## src/rtl/core/emq_pkg.sv

```systemverilog
// Package with request and result types and code constants for the expiring message queue.
`default_nettype none

package emq_pkg;

  typedef struct packed {
    logic [1:0]  mode;
    logic [31:0] now_time;
    logic [15:0] task_id;
  } emq_in_t;

  typedef struct packed {
    logic [15:0] popped_task;
    logic [1:0]  status;
    logic [4:0]  message_count;
    logic        has_message;
  } emq_out_t;

  localparam logic [1:0] MODE_ADD   = 2'd0;
  localparam logic [1:0] MODE_POP   = 2'd1;
  localparam logic [1:0] MODE_QUERY = 2'd2;

  localparam logic [1:0] STATUS_OK    = 2'd0;
  localparam logic [1:0] STATUS_EMPTY = 2'd1;
  localparam logic [1:0] STATUS_FULL  = 2'd2;

  localparam logic [31:0] TTL_RESET = 32'd1000;

endpackage

`default_nettype wire

```

## src/rtl/core/expiring_message_queue_core.sv

```systemverilog
// Top level: expiring task queue kept as a ring in one synchronous memory.
// An add or query first runs the expiry scan over the entries held before it, and the scan
// reads one stored entry per cycle. A pop passes S_POP_RD and S_POP_DATA, an empty pop or
// unused mode goes straight to S_DONE; the next request is taken once S_DONE returns to S_IDLE.
// One request is in work at a time; a finished result may wait in the output register.
// Synchronous active-low reset empties the queue and sets time_to_live to 1000 ticks.
`default_nettype none

module expiring_message_queue_core #(
  parameter int QUEUE_DEPTH = 16
) (
  input  wire                 clk,
  input  wire                 rst_n,
  input  wire                 in_valid,
  output logic                in_stall,
  input  emq_pkg::emq_in_t    in_data,
  output logic                out_valid,
  input  wire                 out_stall,
  output emq_pkg::emq_out_t   out_data,
  input  wire                 cfg_we,
  input  wire  [31:0]         cfg_wdata
);
  import emq_pkg::*;

  localparam int AW = (QUEUE_DEPTH > 1) ? $clog2(QUEUE_DEPTH) : 1;
  localparam int CW = $clog2(QUEUE_DEPTH + 1);

  typedef struct packed {
    logic [15:0] task_id;
    logic [31:0] stamp;
  } entry_t;

  typedef enum logic [2:0] {
    S_IDLE,
    S_SCAN,
    S_POP_RD,
    S_POP_DATA,
    S_DONE
  } state_t;

  entry_t entry_mem [QUEUE_DEPTH];
  entry_t rd_data_r;

  state_t         state_r;
  logic [1:0]     mode_r;
  logic [31:0]    now_r;
  logic [15:0]    task_r;
  logic [AW-1:0]  head_r;
  logic [CW-1:0]  count_r;
  logic [CW-1:0]  issue_r;
  logic [CW-1:0]  keep_r;
  logic           rvalid_r;
  logic [31:0]    ttl_r;
  logic [15:0]    popped_r;
  logic [1:0]     status_r;
  logic           out_valid_r;
  emq_out_t       out_data_r;

  logic           rd_en;
  logic [AW-1:0]  rd_addr;
  logic           wr_en;
  logic [AW-1:0]  wr_addr;
  entry_t         wr_data;
  logic [31:0]    diff;
  logic           keep;
  logic           scan_done;
  logic           room;

  function automatic logic [AW-1:0] ring_addr(input logic [AW-1:0] base,
                                               input logic [CW-1:0] offset);
    logic [CW:0] sum;
    sum = (CW+1)'(base) + (CW+1)'(offset);
    if (sum >= (CW+1)'(QUEUE_DEPTH)) begin
      sum = sum - (CW+1)'(QUEUE_DEPTH);
    end
    return sum[AW-1:0];
  endfunction

  assign diff = (rd_data_r.stamp >= now_r) ? (rd_data_r.stamp - now_r)
                                           : (now_r - rd_data_r.stamp);
  assign keep      = (state_r == S_SCAN) && rvalid_r && (diff <= ttl_r);
  assign scan_done = (state_r == S_SCAN) && !rvalid_r && (issue_r >= count_r);
  assign room      = keep_r < CW'(QUEUE_DEPTH);

  always_comb begin
    rd_en   = 1'b0;
    rd_addr = head_r;
    wr_en   = 1'b0;
    wr_addr = ring_addr(head_r, keep_r);
    wr_data = rd_data_r;
    if (state_r == S_SCAN && issue_r < count_r) begin
      rd_en   = 1'b1;
      rd_addr = ring_addr(head_r, issue_r);
    end else if (state_r == S_POP_RD) begin
      rd_en = 1'b1;
    end
    if (keep) begin
      wr_en = 1'b1;
    end else if (scan_done && mode_r == MODE_ADD && room) begin
      wr_en   = 1'b1;
      wr_data = '{task_id: task_r, stamp: now_r};
    end
  end

  always_ff @(posedge clk) begin
    if (wr_en) begin
      entry_mem[wr_addr] <= wr_data;
    end
  end

  always_ff @(posedge clk) begin
    if (rd_en) begin
      rd_data_r <= entry_mem[rd_addr];
    end
  end

  always_ff @(posedge clk) begin
    if (!rst_n) begin
      state_r     <= S_IDLE;
      head_r      <= '0;
      count_r     <= '0;
      rvalid_r    <= 1'b0;
      ttl_r       <= TTL_RESET;
      out_valid_r <= 1'b0;
    end else begin
      if (cfg_we) begin
        ttl_r <= cfg_wdata;
      end
      if (out_valid_r && !out_stall && state_r != S_DONE) begin
        out_valid_r <= 1'b0;
      end
      unique case (state_r)
        S_IDLE: begin
          if (in_valid) begin
            mode_r   <= in_data.mode;
            now_r    <= in_data.now_time;
            task_r   <= in_data.task_id;
            popped_r <= '0;
            status_r <= STATUS_OK;
            issue_r  <= '0;
            keep_r   <= '0;
            rvalid_r <= 1'b0;
            if (in_data.mode == MODE_ADD || in_data.mode == MODE_QUERY) begin
              state_r <= S_SCAN;
            end else if (in_data.mode == MODE_POP) begin
              if (count_r == '0) begin
                status_r <= STATUS_EMPTY;
                state_r  <= S_DONE;
              end else begin
                state_r <= S_POP_RD;
              end
            end else begin
              state_r <= S_DONE;
            end
          end
        end
        S_SCAN: begin
          rvalid_r <= rd_en;
          if (rd_en) begin
            issue_r <= issue_r + CW'(1);
          end
          if (keep) begin
            keep_r <= keep_r + CW'(1);
          end
          if (scan_done) begin
            state_r <= S_DONE;
            if (mode_r == MODE_ADD && room) begin
              count_r <= keep_r + CW'(1);
            end else begin
              count_r <= keep_r;
              if (mode_r == MODE_ADD) begin
                status_r <= STATUS_FULL;
              end
            end
          end
        end
        S_POP_RD: begin
          state_r <= S_POP_DATA;
        end
        S_POP_DATA: begin
          popped_r <= rd_data_r.task_id;
          head_r   <= ring_addr(head_r, CW'(1));
          count_r  <= count_r - CW'(1);
          state_r  <= S_DONE;
        end
        S_DONE: begin
          if (!out_valid_r || !out_stall) begin
            out_valid_r              <= 1'b1;
            out_data_r.popped_task   <= popped_r;
            out_data_r.status        <= status_r;
            out_data_r.message_count <= 5'(count_r);
            out_data_r.has_message   <= (count_r != '0);
            state_r                  <= S_IDLE;
          end
        end
        default: begin
          state_r <= S_IDLE;
        end
      endcase
    end
  end

  assign in_stall  = (state_r != S_IDLE);
  assign out_valid = out_valid_r;
  assign out_data  = out_data_r;

endmodule

`default_nettype wire

```

## config.mk

```make
export PLATFORM = sky130hd
export DESIGN_NAME = expiring_message_queue_core
export DESIGN_NICKNAME = d
export VERILOG_FILES = /design/src/rtl/core/emq_pkg.sv /design/src/rtl/core/expiring_message_queue_core.sv
export SDC_FILE = /design/constraint.sdc
export NUM_CORES = 1
export LEC_CHECK = 0
export BUFFER_PORTS_ARGS = -buffer_cell sky130_fd_sc_hd__buf_2
export CAP_MARGIN = 20
export CORE_ASPECT_RATIO = 1.1
export CORE_MARGIN = 3
export CORE_UTILIZATION = 55
export DETAILED_ROUTE_END_ITERATION = 10
export PLACE_DENSITY = 0.71
export SLEW_MARGIN = 20
export SYNTH_ARGS = -nofsm -noshare
export SYNTH_HDL_FRONTEND = slang
export SYNTH_SLANG_ARGS = --single-unit
```

## constraint.sdc

```tcl
create_clock -name clk -period 9.6 [get_ports clk]
set_input_delay 0.96 -clock clk [delete_from_list [all_inputs] [get_ports clk]]
set_output_delay 0.96 -clock clk [all_outputs]
set_load 0.03 [all_outputs]
```

==> impl_summary.txt <==
----------------------------------------------------
[Clocking]
  CTS buffer count ... 94
  Latest clock arrival within the worst-skew pair ... 0.65 ns
  Hold bufs inserted after CTS ... 0
  Maximum count of clock buffers along a single path ... 3
  Clk root buf ... sky130_fd_sc_hd__clkbuf_16
  Gates resized, CTS repair ... 0
  Number of sinks driven by the clock tree ... 964
  H-tree level count ... 3
  CTS tree ... done
  Buffer count from post-CTS setup fixing ... 0
  Clock slew at the register clock pins of the worst setup and hold paths ... 0.06 ns

[STA]
  Hold Vio Cnt, Final ... 0
  Unrepaired setup endpoints after global routing ... no
  Fin worst setup slack ... 2.75 ns
  Tightest Pin Transition ... 1.04 ns
  Final period util ... 0.714
  Max Freq ... 0.146 GHz
  Layout Skew ... 0.0243 ns
  Max transition margin ... 0.304
  Pins Over Slew Limit ... 0
  Count of final setup violators ... 0
  Min cycle time layout ... 6.85 ns

[Setup path]
  CP max stage delay ... 0.72 ns
  Worst setup SP type ... flip-flop
  Critical R2R Capture ... entry_mem[0][27]$_DFFE_PP_
  Category of the most critical setup path ... flip-flop to flip-flop
  Data arrival time of the worst path ... 7.10 ns
  Source of the critical timing path ... rd_data_r[15]$_DFFE_PP_
  Capturing element type of the critical path ... flip-flop
  CP required ... 9.85 ns
  Max stage delay cell, worst path ... sky130_fd_sc_hd__buf_4
  Crit path cell chain ... inv_1 -> ha_1 -> nand4_1 -> or4_1 -> o211a_1 -> a21oi_2 -> nor2_2 -> buf_4 -> a41oi_1 -> a31oi_1 -> xnor2_1 -> ha_1 -> a21o_1 -> a21o_1 -> a21oi_1 -> o211ai_1 -> a221o_1 -> and3_1 -> nor4_2 -> buf_4
  R2R setup slack ... 2.75 ns
  Startpoint of the worst register-to-register path ... rd_data_r[15]$_DFFE_PP_
  Top fanout value on the critical path ... 48
  Count of cells along the worst register-to-register path ... 20

[Power]
  PwrDens ... 206 nW/um^2
  Final Total Pwr ... 9.42 mW
  Net Sw Power ... 2.24 mW
  Internal power summed over all cells ... 7.18 mW
  Relative contribution of combinational cells to total power ... 0.111
  Net switching share of the total power ... 0.238
  IR Drop Worst-Case VDD ... 0.131 mV
  Leakage dissipation ... 16.1 nW
  Relative contribution of the clock network to total power ... 0.383
  Part of the total power dissipated in sequential elements ... 0.506

[Run status]
  Run status ... complete, no violations

[Synthesis]
  Gate count after technology mapping ... 2401
  Number of enable-type register cells in the synthesized netlist ... 918
  Synthesized flop and latch total ... 964
  Most area-consuming cells after synthesis ... sky130_fd_sc_hd__edfxtp_1 68%, sky130_fd_sc_hd__mux4_2 11%, sky130_fd_sc_hd__ha_1 3.4%
  Synth warnings ... 0
  Synth Flop Type ... sky130_fd_sc_hd__edfxtp_1
  Post-synth ARST share ... 0
  Syn_nets ... 2602
  Avg Inst Size Synth ... 16.9 um^2
  Count of unique library cells instantiated by Yosys ... 71
  Synth Cell Area ... 40700 um^2
  Portion of the post-synthesis area used by sequential elements ... 0.700
  Largest area contributor in the synthesized netlist ... sky130_fd_sc_hd__edfxtp_1
  Fraction of synthesized cell area taken by the top area cell type ... 0.678

[Route]
  Residual DRC count ... 0
  First-pass iteration count of the detailed router ... 5
  Number of routed nets with antenna violations ... 0
  Wirelength, routed ... 92500 um
  Via count normalized by instance count ... 6.16
  Drt initial violations ... 1873
  Via count ... 22000
  Avg WL per Cell ... 25.8 um

[Floorplan]
  Starting density of the core ... 0.561
  Overall die height ... 291 um
  Cell row count ... 103
  Placeable core region ... 72600 um^2
  Area enclosed by the die boundary ... 77300 um^2
  Boundary pin count ... 113
  Width of the chip ... 265 um

[Placed design]
  Place WS ... 2.78 ns
  Port Buffer Count ... 112
  Half-perimeter wire length after detailed placement ... 57400 um
  Routability congestion estimate ... 0.884

[Cells and area]
  Synth-to-Final Area Change ... 12.4%
  Fraction of final layout cells with drive strength greater than 1 ... 0.216
  NumNets Final ... 2761
  Footprint of the flip-flops and latches ... 28500 um^2
  Footprint of the multi-input gates ... 11400 um^2
  Fillers ... 5100

[Worst hold path]
  Hold Path Class ... flip-flop to flip-flop
  Min-Delay Endpoint ... out_data[6]$_DFFE_PP_
  Hold_sp ... status_r[0]$_SDFFCE_PP0P_
  Depth of the worst hold-timing path ... 0

[GRT]
  Largest net degree at the start of global routing ... 109
  Via count of the first global-routing pass ... 23100
  Initial antenna violation count ... 2
  Global Route Usage Sum ... 0.244
  Gr ovfl total ... 0
  First-pass GRT wire length ... 142000 um

[Job]
  Total of max-cap violations ... 0

----------------------------------------------------
-- kinds of logic (layout without fill, tap and decap cells) --
group                      after synthesis  count (layout)  synth area share
AOI/OAI and AO/OA                      408             408            0.0664
muxes                                  248             248             0.121
and+or+nand+nor                        378             378            0.0429
other                                    0               1                 0
buffers and inverters                  239             471            0.0230
DFF                                    964             964             0.700
xor gates and xnor gates                50              50            0.0108
adders and majority gates              114             114            0.0358
-- worst max-delay path by stage --
stage                                       endpoint  slack, ns  cells after the start
final                     entry_mem[0][27]$_DFFE_PP_       2.75                     20
after global routing      entry_mem[0][27]$_DFFE_PP_       2.30                     20
after CTS                 entry_mem[0][27]$_DFFE_PP_       2.75                     20
after detailed placement  entry_mem[0][26]$_DFFE_PP_       2.78                     20
after global placement    entry_mem[7][31]$_DFFE_PP_       2.94                     20
after floorplan            entry_mem[5][0]$_DFFE_PP_      -0.04                     23
-- power groups by stage --
stage / Combinational [mW] / Sequential [mW] / Clock [mW]
after floorplan: 0.697 / 4.86 / 0
after global placement: 1.02 / 4.85 / 0
after detailed placement: 1.04 / 4.86 / 0
after CTS: 1.05 / 4.77 / 3.68
after global routing: 1.16 / 4.77 / 3.84
final: 1.05 / 4.77 / 3.61
-- registers in the layout (all words and copies together) (netlist names), 2 cells and up --
register and cells:
now_r 32, keep_r 5, status_r 2, popped_r 16, task_r 16, count_r 5
out_data 24, state_r 3, head_r 4, issue_r 5, ttl_r 32, mode_r 2
rd_data_r 48, entry_mem 768
-- layout by cell type (no fill, tap or decap), drive strengths merged, types with 35 or more instances in the layout --
cell type and count:
a22oi 98, mux4 192, dfxtp 46, o21ai 83, edfxtp 918, a21o 35
clkbuf 114, clkinv 36, buf 179, mux2i 37, a21oi 87, nand2 147
ha 110, nor2 102, inv 128
-- layer usage --
metal | global-route usage | wire length (um)
met5 | 0 | 0
met1 | 0.339 | 38300
met3 | 0.0342 | 5780
met4 | 0.0742 | 2270
met2 | 0.406 | 46200
-- Yosys cell counts, drive strengths merged, types with 4 or more instances --
cell and number:
nand2 147, nand4 25, xnor2 25, edfxtp 918, o21a 12, o21ai 83
nor3 16, a22oi 98, mux4 192, fa 4, buf 43, o32ai 4
ha 110, a21oi 87, and2 5, nand3 11, xor2 25, mux2 19
a31oi 7, and3 22, nor2b 8, nor2 102, a21o 35, inv 123
o211ai 17, nor4 16, o21bai 11, clkbuf 73, a211oi 13, nand2b 10
mux2i 37, o31ai 6, dfxtp 46
-- worst max-delay path, delay by kind of cell (launching register included) --
kind                       cells  cell delay [ns]
and+or+nand+nor                5             2.02
AOI/OAI and AO/OA              9             2.02
buffers and inverters          3             1.02
adders and majority gates      2             0.79
DFF                            1             0.37
xor gates and xnor gates       1             0.15
-- area by class of cell --
type / instances / share of cell area
Sequential cell: 964 / 0.623
Clock inverter: 55 / 0.0127
Clock buffer: 114 / 0.0536
Multi-Input combinational cell: 1198 / 0.250
Tap cell: 945 / 0.0259
Antenna cell: 1 / 0.0000547
Timing Repair Buffer: 179 / 0.0241
Inverter: 123 / 0.0101
-- through the flow --
step           hold slack, ns   util  cell area, um^2  TNS, ns  std cells
6_report                0.416  0.630            45700        0       3579
4_1_cts                 0.415  0.630            45700        0       3578
2_1_floorplan           0.400      -            40700   -12.54       2401
3_3_place_gp            0.401  0.588            42600        0       3408
3_5_place_dp            0.405  0.588            42700        0       3409
5_1_grt                 0.418  0.630            45700        0       3578
Note: power is estimated with default switching activity, not from simulation.
